## config.mk

```make
export PLATFORM = sky130hd
export DESIGN_NAME = welford_running_mean_variance_flat
export DESIGN_NICKNAME = d
export VERILOG_FILES = /design/src/design/wrmv_pkg.sv /design/src/design/wrmv_req_if.sv /design/src/design/wrmv_rsp_if.sv /design/src/design/wrmv_ctrl.sv /design/src/design/wrmv_dp.sv /design/src/design/welford_running_mean_variance.sv /design/src/flat_wrapper.sv
export SDC_FILE = /design/constraint.sdc
export NUM_CORES = 2
export LEC_CHECK = 0
export ABC_AREA = 1
export BUFFER_PORTS_ARGS = -buffer_cell sky130_fd_sc_hd__buf_2
export CORE_UTILIZATION = 44
export CTS_BUF_LIST = sky130_fd_sc_hd__clkbuf_2
export DETAILED_ROUTE_END_ITERATION = 16
export GPL_TIMING_DRIVEN = 1
export PLACE_DENSITY = 0.65
export SYNTH_ARGS = -nofsm -noshare
export SYNTH_HDL_FRONTEND = slang
export SYNTH_SLANG_ARGS = --single-unit
```

## constraint.sdc

```tcl
create_clock -name clock -period 8.6 [get_ports clock]
set_input_delay 0.86 -clock clock [delete_from_list [all_inputs] [get_ports clock]]
set_output_delay 0.86 -clock clock [all_outputs]
set_load 0.1 [all_outputs]
```

## src/design/wrmv_pkg.sv

```systemverilog
package wrmv_pkg;

   localparam int SAMPLE_WIDTH = 32;
   localparam int MAG_WIDTH = SAMPLE_WIDTH + 1;
   localparam int SUM_WIDTH = 48;
   localparam int COUNT_OUT_WIDTH = 32;
   localparam int DIV_WIDTH = SUM_WIDTH;
   localparam int DIV_CNT_WIDTH = $clog2(DIV_WIDTH + 1);
   localparam int MUL_LO_WIDTH = 17;
   localparam int MUL_HI_WIDTH = MAG_WIDTH - MUL_LO_WIDTH;
   localparam int PROD_WIDTH = 2 * MAG_WIDTH;

   localparam int FRACTION_BITS_DEFAULT = 16;
   localparam int COUNT_WIDTH_DEFAULT = 32;

   localparam logic [DIV_CNT_WIDTH-1:0] MEAN_STEPS = DIV_CNT_WIDTH'(MAG_WIDTH);
   localparam logic [DIV_CNT_WIDTH-1:0] VAR_STEPS = DIV_CNT_WIDTH'(DIV_WIDTH);

   typedef enum logic [3:0] {
      ST_IDLE,
      ST_START,
      ST_DIV_MEAN,
      ST_MEAN_UPD,
      ST_DEV2,
      ST_MUL_LO,
      ST_MUL_HI,
      ST_COMBINE,
      ST_ACCUM,
      ST_DIV_VAR,
      ST_DONE
   } wrmv_state_type;

   typedef struct packed {
      logic accept;
      logic start;
      logic div_step;
      logic mean_update;
      logic dev2;
      logic mul_lo;
      logic mul_hi;
      logic combine;
      logic accum;
      logic result_load;
   } wrmv_cmd_type;

endpackage

```

## src/design/wrmv_req_if.sv

```systemverilog
interface wrmv_req_if import wrmv_pkg::*; ();
   logic                    valid;
   logic                    ready;
   logic [SAMPLE_WIDTH-1:0] sample;

   modport source (output valid, output sample, input ready);
   modport sink (input valid, input sample, output ready);
endinterface

```

## src/design/wrmv_rsp_if.sv

```systemverilog
interface wrmv_rsp_if import wrmv_pkg::*; ();
   logic                       valid;
   logic                       ready;
   logic [SAMPLE_WIDTH-1:0]    running_mean;
   logic [SUM_WIDTH-1:0]       variance;
   logic [COUNT_OUT_WIDTH-1:0] count;

   modport source (output valid, output running_mean, output variance, output count,
                   input ready);
   modport sink (input valid, input running_mean, input variance, input count,
                 output ready);
endinterface

```

## src/design/wrmv_ctrl.sv

```systemverilog
module wrmv_ctrl import wrmv_pkg::*; (
   input  logic         clock,
   input  logic         reset,
   input  logic         req_valid,
   output logic         req_ready,
   output logic         rsp_valid,
   input  logic         rsp_ready,
   output wrmv_cmd_type cmd
);

   wrmv_state_type           state_ff, state_in;
   logic [DIV_CNT_WIDTH-1:0] cnt_ff, cnt_in;
   logic                     rsp_valid_ff, rsp_valid_in;
   logic                     out_free;

   always_ff @(posedge clock) begin
      if (reset) begin
         state_ff     <= ST_IDLE;
         cnt_ff       <= '0;
         rsp_valid_ff <= 1'b0;
      end else begin
         state_ff     <= state_in;
         cnt_ff       <= cnt_in;
         rsp_valid_ff <= rsp_valid_in;
      end
   end

   assign out_free  = !rsp_valid_ff || rsp_ready;
   assign req_ready = (state_ff == ST_IDLE);
   assign rsp_valid = rsp_valid_ff;

   always_comb begin
      state_in     = state_ff;
      cnt_in       = cnt_ff;
      rsp_valid_in = rsp_valid_ff && !rsp_ready;
      cmd          = '0;
      case (state_ff)
         ST_IDLE: begin
            if (req_valid) begin
               cmd.accept = 1'b1;
               state_in   = ST_START;
            end
         end
         ST_START: begin
            cmd.start = 1'b1;
            cnt_in    = MEAN_STEPS;
            state_in  = ST_DIV_MEAN;
         end
         ST_DIV_MEAN: begin
            cmd.div_step = 1'b1;
            cnt_in       = cnt_ff - 1'b1;
            if (cnt_ff == DIV_CNT_WIDTH'(1)) begin
               state_in = ST_MEAN_UPD;
            end
         end
         ST_MEAN_UPD: begin
            cmd.mean_update = 1'b1;
            state_in        = ST_DEV2;
         end
         ST_DEV2: begin
            cmd.dev2 = 1'b1;
            state_in = ST_MUL_LO;
         end
         ST_MUL_LO: begin
            cmd.mul_lo = 1'b1;
            state_in   = ST_MUL_HI;
         end
         ST_MUL_HI: begin
            cmd.mul_hi = 1'b1;
            state_in   = ST_COMBINE;
         end
         ST_COMBINE: begin
            cmd.combine = 1'b1;
            state_in    = ST_ACCUM;
         end
         ST_ACCUM: begin
            cmd.accum = 1'b1;
            cnt_in    = VAR_STEPS;
            state_in  = ST_DIV_VAR;
         end
         ST_DIV_VAR: begin
            cmd.div_step = 1'b1;
            cnt_in       = cnt_ff - 1'b1;
            if (cnt_ff == DIV_CNT_WIDTH'(1)) begin
               state_in = ST_DONE;
            end
         end
         ST_DONE: begin
            if (out_free) begin
               cmd.result_load = 1'b1;
               rsp_valid_in    = 1'b1;
               state_in        = ST_IDLE;
            end
         end
         default: begin
            state_in = ST_IDLE;
         end
      endcase
   end

`ifndef ASSERT_OFF
   a_load_only_when_free: assert property (@(posedge clock) disable iff (reset)
      cmd.result_load |-> (!rsp_valid_ff || rsp_ready))
      else $error("result loaded over a pending transaction");

   a_accept_starts: assert property (@(posedge clock) disable iff (reset)
      cmd.accept |=> (state_ff == ST_START))
      else $error("accepted transaction did not start");

   a_div_count_live: assert property (@(posedge clock) disable iff (reset)
      (state_ff == ST_DIV_MEAN || state_ff == ST_DIV_VAR) |-> (cnt_ff != '0))
      else $error("divider step counter ran out");
`endif

endmodule

```

## src/design/wrmv_dp.sv

```systemverilog
module wrmv_dp import wrmv_pkg::*; #(
   parameter int FRACTION_BITS = FRACTION_BITS_DEFAULT,
   parameter int COUNT_WIDTH   = COUNT_WIDTH_DEFAULT
) (
   input  logic                       clock,
   input  logic                       reset,
   input  wrmv_cmd_type               cmd,
   input  logic [SAMPLE_WIDTH-1:0]    req_sample,
   output logic [SAMPLE_WIDTH-1:0]    rsp_running_mean,
   output logic [SUM_WIDTH-1:0]       rsp_variance,
   output logic [COUNT_OUT_WIDTH-1:0] rsp_count
);

   logic [SAMPLE_WIDTH-1:0]           mean_ff;
   logic [SUM_WIDTH-1:0]              sum_ff;
   logic [COUNT_WIDTH-1:0]            count_ff;
   logic [SAMPLE_WIDTH-1:0]           sample_ff;
   logic [MAG_WIDTH-1:0]              mag_d_ff;
   logic                              neg_d_ff;
   logic [MAG_WIDTH-1:0]              mag_d2_ff;
   logic [COUNT_WIDTH-1:0]            div_rem_ff;
   logic [DIV_WIDTH-1:0]              div_quo_ff;
   logic [MAG_WIDTH+MUL_LO_WIDTH-1:0] prod_lo_ff;
   logic [MAG_WIDTH+MUL_HI_WIDTH-1:0] prod_hi_ff;
   logic [PROD_WIDTH-1:0]             prod_ff;
   logic [SAMPLE_WIDTH-1:0]           out_mean_ff;
   logic [SUM_WIDTH-1:0]              out_var_ff;
   logic [COUNT_OUT_WIDTH-1:0]        out_count_ff;

   logic [MAG_WIDTH-1:0]   d, d2, mag_d, mag_d2;
   logic [MAG_WIDTH:0]     mean_ext, q_ext, mean_new;
   logic [COUNT_WIDTH:0]   trial, trial_diff;
   logic                   trial_ge;
   logic [PROD_WIDTH-1:0]  inc_ext;
   logic                   inc_over;
   logic [SUM_WIDTH:0]     sum_add;
   logic [SUM_WIDTH-1:0]   sum_in;

   // deviation from the old mean
   always_comb begin
      d     = {sample_ff[SAMPLE_WIDTH-1], sample_ff} - {mean_ff[SAMPLE_WIDTH-1], mean_ff};
      mag_d = d[MAG_WIDTH-1] ? (~d + 1'b1) : d;
   end

   // deviation from the new mean
   always_comb begin
      d2     = {sample_ff[SAMPLE_WIDTH-1], sample_ff} - {mean_ff[SAMPLE_WIDTH-1], mean_ff};
      mag_d2 = d2[MAG_WIDTH-1] ? (~d2 + 1'b1) : d2;
   end

   always_comb begin
      mean_ext = {{2{mean_ff[SAMPLE_WIDTH-1]}}, mean_ff};
      q_ext    = {1'b0, div_quo_ff[MAG_WIDTH-1:0]};
      mean_new = neg_d_ff ? (mean_ext - q_ext) : (mean_ext + q_ext);
   end

   // restoring divider step, divisor is the running count
   always_comb begin
      trial      = {div_rem_ff, div_quo_ff[DIV_WIDTH-1]};
      trial_ge   = (trial >= {1'b0, count_ff});
      trial_diff = trial - {1'b0, count_ff};
   end

   // saturating accumulate of the scaled deviation product
   always_comb begin
      inc_ext  = prod_ff >> FRACTION_BITS;
      inc_over = |inc_ext[PROD_WIDTH-1:SUM_WIDTH];
      sum_add  = {1'b0, sum_ff} + {1'b0, inc_ext[SUM_WIDTH-1:0]};
      if (inc_over || sum_add[SUM_WIDTH]) begin
         sum_in = '1;
      end else begin
         sum_in = sum_add[SUM_WIDTH-1:0];
      end
   end

   always_ff @(posedge clock) begin
      if (reset) begin
         mean_ff  <= '0;
         sum_ff   <= '0;
         count_ff <= '0;
      end else begin
         if (cmd.accept && (count_ff != '1)) begin
            count_ff <= count_ff + 1'b1;
         end
         if (cmd.mean_update) begin
            mean_ff <= mean_new[SAMPLE_WIDTH-1:0];
         end
         if (cmd.accum) begin
            sum_ff <= sum_in;
         end
      end
   end

   always_ff @(posedge clock) begin
      if (cmd.accept) begin
         sample_ff <= req_sample;
      end
      if (cmd.start) begin
         mag_d_ff   <= mag_d;
         neg_d_ff   <= d[MAG_WIDTH-1];
         div_rem_ff <= '0;
         div_quo_ff <= {mag_d, (DIV_WIDTH - MAG_WIDTH)'(0)};
      end else if (cmd.accum) begin
         div_rem_ff <= '0;
         div_quo_ff <= sum_in;
      end else if (cmd.div_step) begin
         div_rem_ff <= trial_ge ? trial_diff[COUNT_WIDTH-1:0] : trial[COUNT_WIDTH-1:0];
         div_quo_ff <= {div_quo_ff[DIV_WIDTH-2:0], trial_ge};
      end
      if (cmd.dev2) begin
         mag_d2_ff <= mag_d2;
      end
      if (cmd.mul_lo) begin
         prod_lo_ff <= (MAG_WIDTH+MUL_LO_WIDTH)'(mag_d_ff) *
                       (MAG_WIDTH+MUL_LO_WIDTH)'(mag_d2_ff[MUL_LO_WIDTH-1:0]);
      end
      if (cmd.mul_hi) begin
         prod_hi_ff <= (MAG_WIDTH+MUL_HI_WIDTH)'(mag_d_ff) *
                       (MAG_WIDTH+MUL_HI_WIDTH)'(mag_d2_ff[MAG_WIDTH-1:MUL_LO_WIDTH]);
      end
      if (cmd.combine) begin
         prod_ff <= PROD_WIDTH'(prod_lo_ff) + (PROD_WIDTH'(prod_hi_ff) << MUL_LO_WIDTH);
      end
      if (cmd.result_load) begin
         out_mean_ff  <= mean_ff;
         out_var_ff   <= div_quo_ff;
         out_count_ff <= COUNT_OUT_WIDTH'(count_ff);
      end
   end

   assign rsp_running_mean = out_mean_ff;
   assign rsp_variance     = out_var_ff;
   assign rsp_count        = out_count_ff;

`ifndef ASSERT_OFF
   a_count_monotonic: assert property (@(posedge clock) disable iff (reset)
      !reset |=> (count_ff >= $past(count_ff)))
      else $error("sample count went backward");

   a_sum_monotonic: assert property (@(posedge clock) disable iff (reset)
      !reset |=> (sum_ff >= $past(sum_ff)))
      else $error("squared deviation sum went backward");
`endif

endmodule

```

## src/design/welford_running_mean_variance.sv

```systemverilog
// Running mean and variance of a stream of signed fixed-point samples.
// req_chan carries one sample per transaction (valid/ready, taken on a
// clock edge with both high). rsp_chan returns one transaction per sample:
// the updated running mean, the population variance (squared deviation
// sum over count) and the saturating sample count.
// Sequence: a sample is taken only while the block is idle. The controller
// then runs a 33-step division of the deviation by the count, the mean
// update, split multiply and accumulate steps, and a 48-step division of
// the sum by the count, all on one shared radix-2 divider. The result is
// then loaded into the output register and the block returns to idle; a
// new sample is not taken until the last one is through.
// If rsp_chan stalls, the pending result holds in the output register and
// the next sample is still taken and computed; its result waits in the
// datapath until the output register frees.
// Synchronous reset clears the mean, the sum and the count to zero and
// drops any pending result.
module welford_running_mean_variance import wrmv_pkg::*; #(
   parameter int FRACTION_BITS = FRACTION_BITS_DEFAULT,
   parameter int COUNT_WIDTH   = COUNT_WIDTH_DEFAULT
) (
   input logic        clock,
   input logic        reset,
   wrmv_req_if.sink   req_chan,
   wrmv_rsp_if.source rsp_chan
);

   wrmv_cmd_type cmd;

   wrmv_ctrl u_ctrl (
      .clock     (clock),
      .reset     (reset),
      .req_valid (req_chan.valid),
      .req_ready (req_chan.ready),
      .rsp_valid (rsp_chan.valid),
      .rsp_ready (rsp_chan.ready),
      .cmd       (cmd)
   );

   wrmv_dp #(
      .FRACTION_BITS (FRACTION_BITS),
      .COUNT_WIDTH   (COUNT_WIDTH)
   ) u_dp (
      .clock            (clock),
      .reset            (reset),
      .cmd              (cmd),
      .req_sample       (req_chan.sample),
      .rsp_running_mean (rsp_chan.running_mean),
      .rsp_variance     (rsp_chan.variance),
      .rsp_count        (rsp_chan.count)
   );

endmodule
```

## src/flat_wrapper.sv

```systemverilog
// flat-port wrapper written by rule: the top's interface ports become plain ports
module welford_running_mean_variance_flat import wrmv_pkg::*;
#(
   parameter int FRACTION_BITS = FRACTION_BITS_DEFAULT,
   parameter int COUNT_WIDTH   = COUNT_WIDTH_DEFAULT
)
  (clock, reset, req_chan_valid, req_chan_sample, req_chan_ready, rsp_chan_valid, rsp_chan_running_mean, rsp_chan_variance, rsp_chan_count, rsp_chan_ready);
  wrmv_req_if req_chan_i ();
  wrmv_rsp_if rsp_chan_i ();
  input logic clock;
  input logic reset;
  input wire logic [$bits(req_chan_i.valid)-1:0] req_chan_valid;
  input wire logic [$bits(req_chan_i.sample)-1:0] req_chan_sample;
  output wire logic [$bits(req_chan_i.ready)-1:0] req_chan_ready;
  output wire logic [$bits(rsp_chan_i.valid)-1:0] rsp_chan_valid;
  output wire logic [$bits(rsp_chan_i.running_mean)-1:0] rsp_chan_running_mean;
  output wire logic [$bits(rsp_chan_i.variance)-1:0] rsp_chan_variance;
  output wire logic [$bits(rsp_chan_i.count)-1:0] rsp_chan_count;
  input wire logic [$bits(rsp_chan_i.ready)-1:0] rsp_chan_ready;
  assign req_chan_i.valid = req_chan_valid;
  assign req_chan_i.sample = req_chan_sample;
  assign req_chan_ready = req_chan_i.ready;
  assign rsp_chan_valid = rsp_chan_i.valid;
  assign rsp_chan_running_mean = rsp_chan_i.running_mean;
  assign rsp_chan_variance = rsp_chan_i.variance;
  assign rsp_chan_count = rsp_chan_i.count;
  assign rsp_chan_i.ready = rsp_chan_ready;
  welford_running_mean_variance #(.FRACTION_BITS(FRACTION_BITS), .COUNT_WIDTH(COUNT_WIDTH)) u_core (.clock(clock), .reset(reset), .req_chan(req_chan_i), .rsp_chan(rsp_chan_i));
endmodule
```

* Word-level counts from Yosys, hierarchy flattened *
Cells that the tools add are included.

storage, ports and cells
  flip-flop bits (word level) = 579
  bits of input ports = 36

cells by class
  $add $sub $neg = 9
  multipliers = 2
  $lt $le $gt $ge = 1
  equality and inequality tests = 16
  mux-type cells = 27
  bitwise operators = 1
  reductions and logical operators = 14

operator list
  operator               count
  $mux 48                4
  $add 50x66->66         1
  $mux 32                2
  $sub 32x32->32         2
  $mul 33x17->50         1
  $add 48x48->49         1
  $mul 33x16->49         1
  $pmux 4 s11            1
  $add 33x1->33 const B  1
  $ge 33x32->1           1
  $mux 33                1
  $not 33->33            1
  $sub 32x32->33         1
  $add 32x1->32 const B  1
  $add 32x32->32         1
  $ne 32x32->1 const B   1
  $pmux 6 s3             1
  $eq 4x3->1 const B     4
  $mux 4                 4
  $mux 1                 14
  $eq 4x4->1 const B     3
  $eq 4x2->1 const B     2
  $ne 2x2->1 const B     4
  $eq 6x1->1 const B     1
  other kinds (10)       16

* Longest topological paths before layout *
  depth in word-level cells = 6
  depth in mapped cells = 29
  gate-level depth less buffers = 27

* Cells and area by module *
Synthesis repeated with hierarchy kept, for this count alone.

unflattened totals
  cells, all modules = 8808
  area, all modules = 68155.4 sq um

by module, submodules not included
  module     times used  cells each  area each (sq um)
  wrmv_dp    1           8691        67438.4
  wrmv_ctrl  1           117         716.9

* Worst setup path after synthesis *
OpenSTA, ideal clock, no wires.

  path kind = input to register
  start = in rsp_chan_ready
  end = reg u_core.u_dp.out_count_ff[0], in the netlist u_core.u_dp.rsp_count[0] (enable)
  setup time = 620 ps
  data arrival time = 6325 ps
  required time = 7980 ps
  slack = 1654 ps
  cell stages on the path = 2
  buffers on the path = 0
  cell sequence = inv_1 a21oi_1

RTL lines
  what                  RTL line            RTL
  start, declared       flat_wrapper.sv:19  input wire logic [$bits(rsp_chan_i.ready)-1:0] rsp_chan_ready;
  end signal, assigned  wrmv_dp.sv:127      out_count_ff <= COUNT_OUT_WIDTH'(count_ff);
  end, declared         wrmv_dp.sv:28       logic [COUNT_OUT_WIDTH-1:0] out_count_ff;

* Worst setup path in the final report *
  start = reg u_core.u_dp.mag_d2_ff[4]
  end = reg u_core.u_dp.prod_lo_ff[45] (data pin)

between the ends
  cells in the longest elaborated chain, start to end = 1

ends and longest elaborated chain
  what                    RTL line        RTL
  start, declared         wrmv_dp.sv:20   logic [MAG_WIDTH-1:0] mag_d2_ff;
  start signal, assigned  wrmv_dp.sv:111  mag_d2_ff <= mag_d2;
  $mul 33x17->50          wrmv_dp.sv:114  prod_lo_ff <= (MAG_WIDTH+MUL_LO_WIDTH)'(mag_d_ff) *
  end signal, assigned    wrmv_dp.sv:114
  end, declared           wrmv_dp.sv:23   logic [MAG_WIDTH+MUL_LO_WIDTH-1:0] prod_lo_ff;

Every way passes these cells.
A chain may end at the register's enable or synchronous reset.

==> impl_metrics.csv <==
group,metric,value,unit
outcome,status,"finished, final reports clean",
drt,drc,0,
clocking,cts.repair.resized,0,
setup_path,crit_path_start_kind,"flop",
setup_path,critPathRequiredTime,9770,ps
drt,firstDrtPassIters,7,
layout,final_common_cell,"nand2_1",
layout,final_nets,10283,
setup_path,criticalPathCategory,"reg -> reg",
sta,period_share,0.831,
logic_synthesis,synthArstFlopShare,0,
clocking,ctsRootBufferMaster,"clkbuf_2",
sta,max_freq,140,MHz
place,hpwl,178000,microns
floorplanning,die_x,395,microns
clocking,insertion_delay,1530,ps
floorplanning,core,153000,sq um
logic_synthesis,synthDistinctLibCells,60,
logic_synthesis,syn-cell-area,68100,sq um
setup_path,cp-end-kind,"flop",
job,max_cap_viol_count,0,
drt,drt-total-wl,221000,microns
logic_synthesis,ys_seq_area_frac,0.216,
sta,tns,0,ps
global_route,grt_overflow,0,
sta,maxSlewViolCount,0,
drt,viasPerCell,5.20,
floorplanning,ios,150,
floorplanning,dieArea,156000,sq um
global_route,antenna_found_initial,15,
drt,dr_total_vias,57705,
layout,area_growth,7.64,%
setup_path,worstPathMaxFanout,24,
sta,tightestPinTransition,1320,ps
drt,post_drt_wl_per_cell,19.9,microns
sta,rsz0062_at_grt,"no",
clocking,clock_sinks,547,
worst_hold_path,holdCritPathClass,"in -> reg",
global_route,grt_pass1_wl,341000,microns
sta,final.min_clock_period,7150,ps
logic_synthesis,ys_ff_latch,547,
floorplanning,rows,143,
sta,finClkSkew,123,ps
clocking,htreeDepth,4,
logic_synthesis,synth_cells,8772,
sta,hold_viol,0,
clocking,cts_tree,"yes",
floorplanning,fp.dieH,395,microns
global_route,grt_pass1_vias,58972,
floorplanning,start_util,0.446,
setup_path,critical_path_arrival,8320,ps
drt,drt_iter0_markers,5056,
logic_synthesis,ys.flop_type,"edfxtp_1",
layout,drive_gt1_frac,0.0689,
clocking,cts_made_buffers,149,
logic_synthesis,synth_edf_count,377,
logic_synthesis,syn-num-nets,10131,
layout,final_cell_mix,"nand2_1 (2234), inv_1 (2102), fa_1 (899)",
clocking,cts_buffer_depth,3,
sta,setup_viol,0,
global_route,grt_max_degree,75,
drt,ant_nets,0,
global_route,grt_usage,0.285,
place,place_congestion,0.964,
logic_synthesis,avgSynthCellArea,7.76,sq um
logic_synthesis,yosys_warnings,0,
sta,slew_headroom,0.113,
place,io_buffer_count,149,
clocking,clk_pin_slew,120,ps
-- flip-flops by register name (all words and copies together), names as in the netlist --
signal / flops
u_core.u_dp.sum_ff: 48
u_core.u_dp.rsp_running_mean: 32
u_core.u_dp.neg_d_ff: 1
u_core.u_dp.mag_d2_ff: 33
u_core.u_dp.mag_d_ff: 33
u_core.u_ctrl.rsp_valid: 1
u_core.u_dp.rsp_variance: 48
u_core.u_ctrl.cnt_ff: 6
u_core.u_dp.rsp_count: 32
u_core.u_ctrl.state_ff: 4
u_core.u_dp.div_quo_ff: 48
u_core.u_dp.prod_ff: 50
u_core.u_dp.prod_hi_ff: 49
u_core.u_dp.count_ff: 32
u_core.u_dp.prod_lo_ff: 34
u_core.u_dp.mean_ff: 32
u_core.u_dp.div_rem_ff: 32
u_core.u_dp.sample_ff: 32
-- layer usage --
layer | GRT usage | vias to the layer above | share of wire
li1 | - | 26975 | -
met1 | 0.374 | 28081 | 0.42
met2 | 0.466 | 2220 | 0.47
met3 | 0.0485 | 425 | 0.076
met4 | 0.113 | 4 | 0.041
met5 | 0 | - | 0.00014
-- area by class of cell --
class	count	area, sq um
Antenna cell	15	37.5
Fill cell	15152	79500
Multi-Input combinational cell	5782	44200
Clock inverter	64	455
Clock buffer	210	1050
Inverter	2113	7940
Timing Repair Buffer	331	2310
Tap cell	2030	2540
Sequential cell	547	14700
-- worst paths after layout --
kind                            cells past startpoint                                   end                                  from  slack (ps)
worst max-delay path                               20  u_core.u_dp.prod_lo_ff[45]$_DFFE_PP_    u_core.u_dp.mag_d2_ff[4]$_DFFE_PP_        1450
worst min-delay path                                5    u_core.u_ctrl.rsp_valid$_SDFF_PP0_                        rsp_chan_ready         250
worst max register to register                     20  u_core.u_dp.prod_lo_ff[45]$_DFFE_PP_    u_core.u_dp.mag_d2_ff[4]$_DFFE_PP_        1450
worst min register to register                      0     u_core.u_dp.prod_ff[16]$_DFFE_PP_  u_core.u_dp.prod_lo_ff[16]$_DFFE_PP_         410
-- kinds of logic after synthesis --
group | after synthesis | share of synthesized area
AO/OA/AOI/OAI | 995 | 0.0808
XOR/XNOR | 263 | 0.0346
flip-flops | 547 | 0.216
buffers and inverters | 2443 | 0.135
adder cells (fa/ha/maj) | 1323 | 0.342
AND/OR/NAND/NOR | 3201 | 0.191
-- cells in the mapped netlist, types with 7 or more instances --
library cell  number  area [sq um]
and2_1             9          56.3
o31ai_1            7          52.6
and3_1             9          56.3
xnor2_1           86           753
or2_2             25           156
a22oi_1            7          52.6
ha_1             424          5310
o21bai_1          18           135
o211ai_1          23           173
nand4_1           57           357
a21boi_0          16           120
o21ai_0          277          1390
nor4_1            19           119
o21a_1            27           203
fa_1             899         18000
a21o_1            29           218
nand2_1         2234          8390
a21oi_1          469          2350
edfxtp_1         377         11300
nor2_1           472          1770
dfxtp_1          170          3400
nand2_2           24           150
nand3_2            9          90.1
inv_1           2103          7890
xor2_1           170          1490
nand3_1          230          1150
o21ai_1           12          60.1
nor2_2            12          75.1
nand3b_1          13          97.6
nor3_1            72           360
a31oi_1           79           494
buf_2              8          40.0
clkbuf_1         311          1170
-- worst max-delay path, stage by stage (launching register included) --
cell,delay (ps)
edfxtp_1,980
buf_4,340
nand2_1,120
fa_1,550
inv_1,60
fa_1,610
fa_1,480
fa_1,530
fa_1,530
inv_1,50
fa_1,490
inv_1,50
ha_1,410
nand2_1,120
nor2_1,230
inv_1,110
nor4_1,450
nand4_1,170
nand3_1,230
a21oi_1,110
xnor2_1,150
-- per-stage QoR --
stage	setup WS (ps)	util	hold WS, ps	instance area (sq um)	cells
floorplan	1650	-	400	68100	8772
global placement	1630	0.465	411	71100	10736
detailed placement	1690	0.465	419	71100	10736
CTS	1520	0.479	29.2	73200	11077
global route	1220	0.479	152	73300	11082
finish	1450	0.480	248	73300	11092
-- timing repair --
item                      in CTS  in global routing
hold endpoints to repair     120                  0
setup buffers                  0                  0
hold buffers                  67                  0
Power is not shown: default switching activity piles up to over one toggle a cycle in this logic, so the estimate is an artifact.
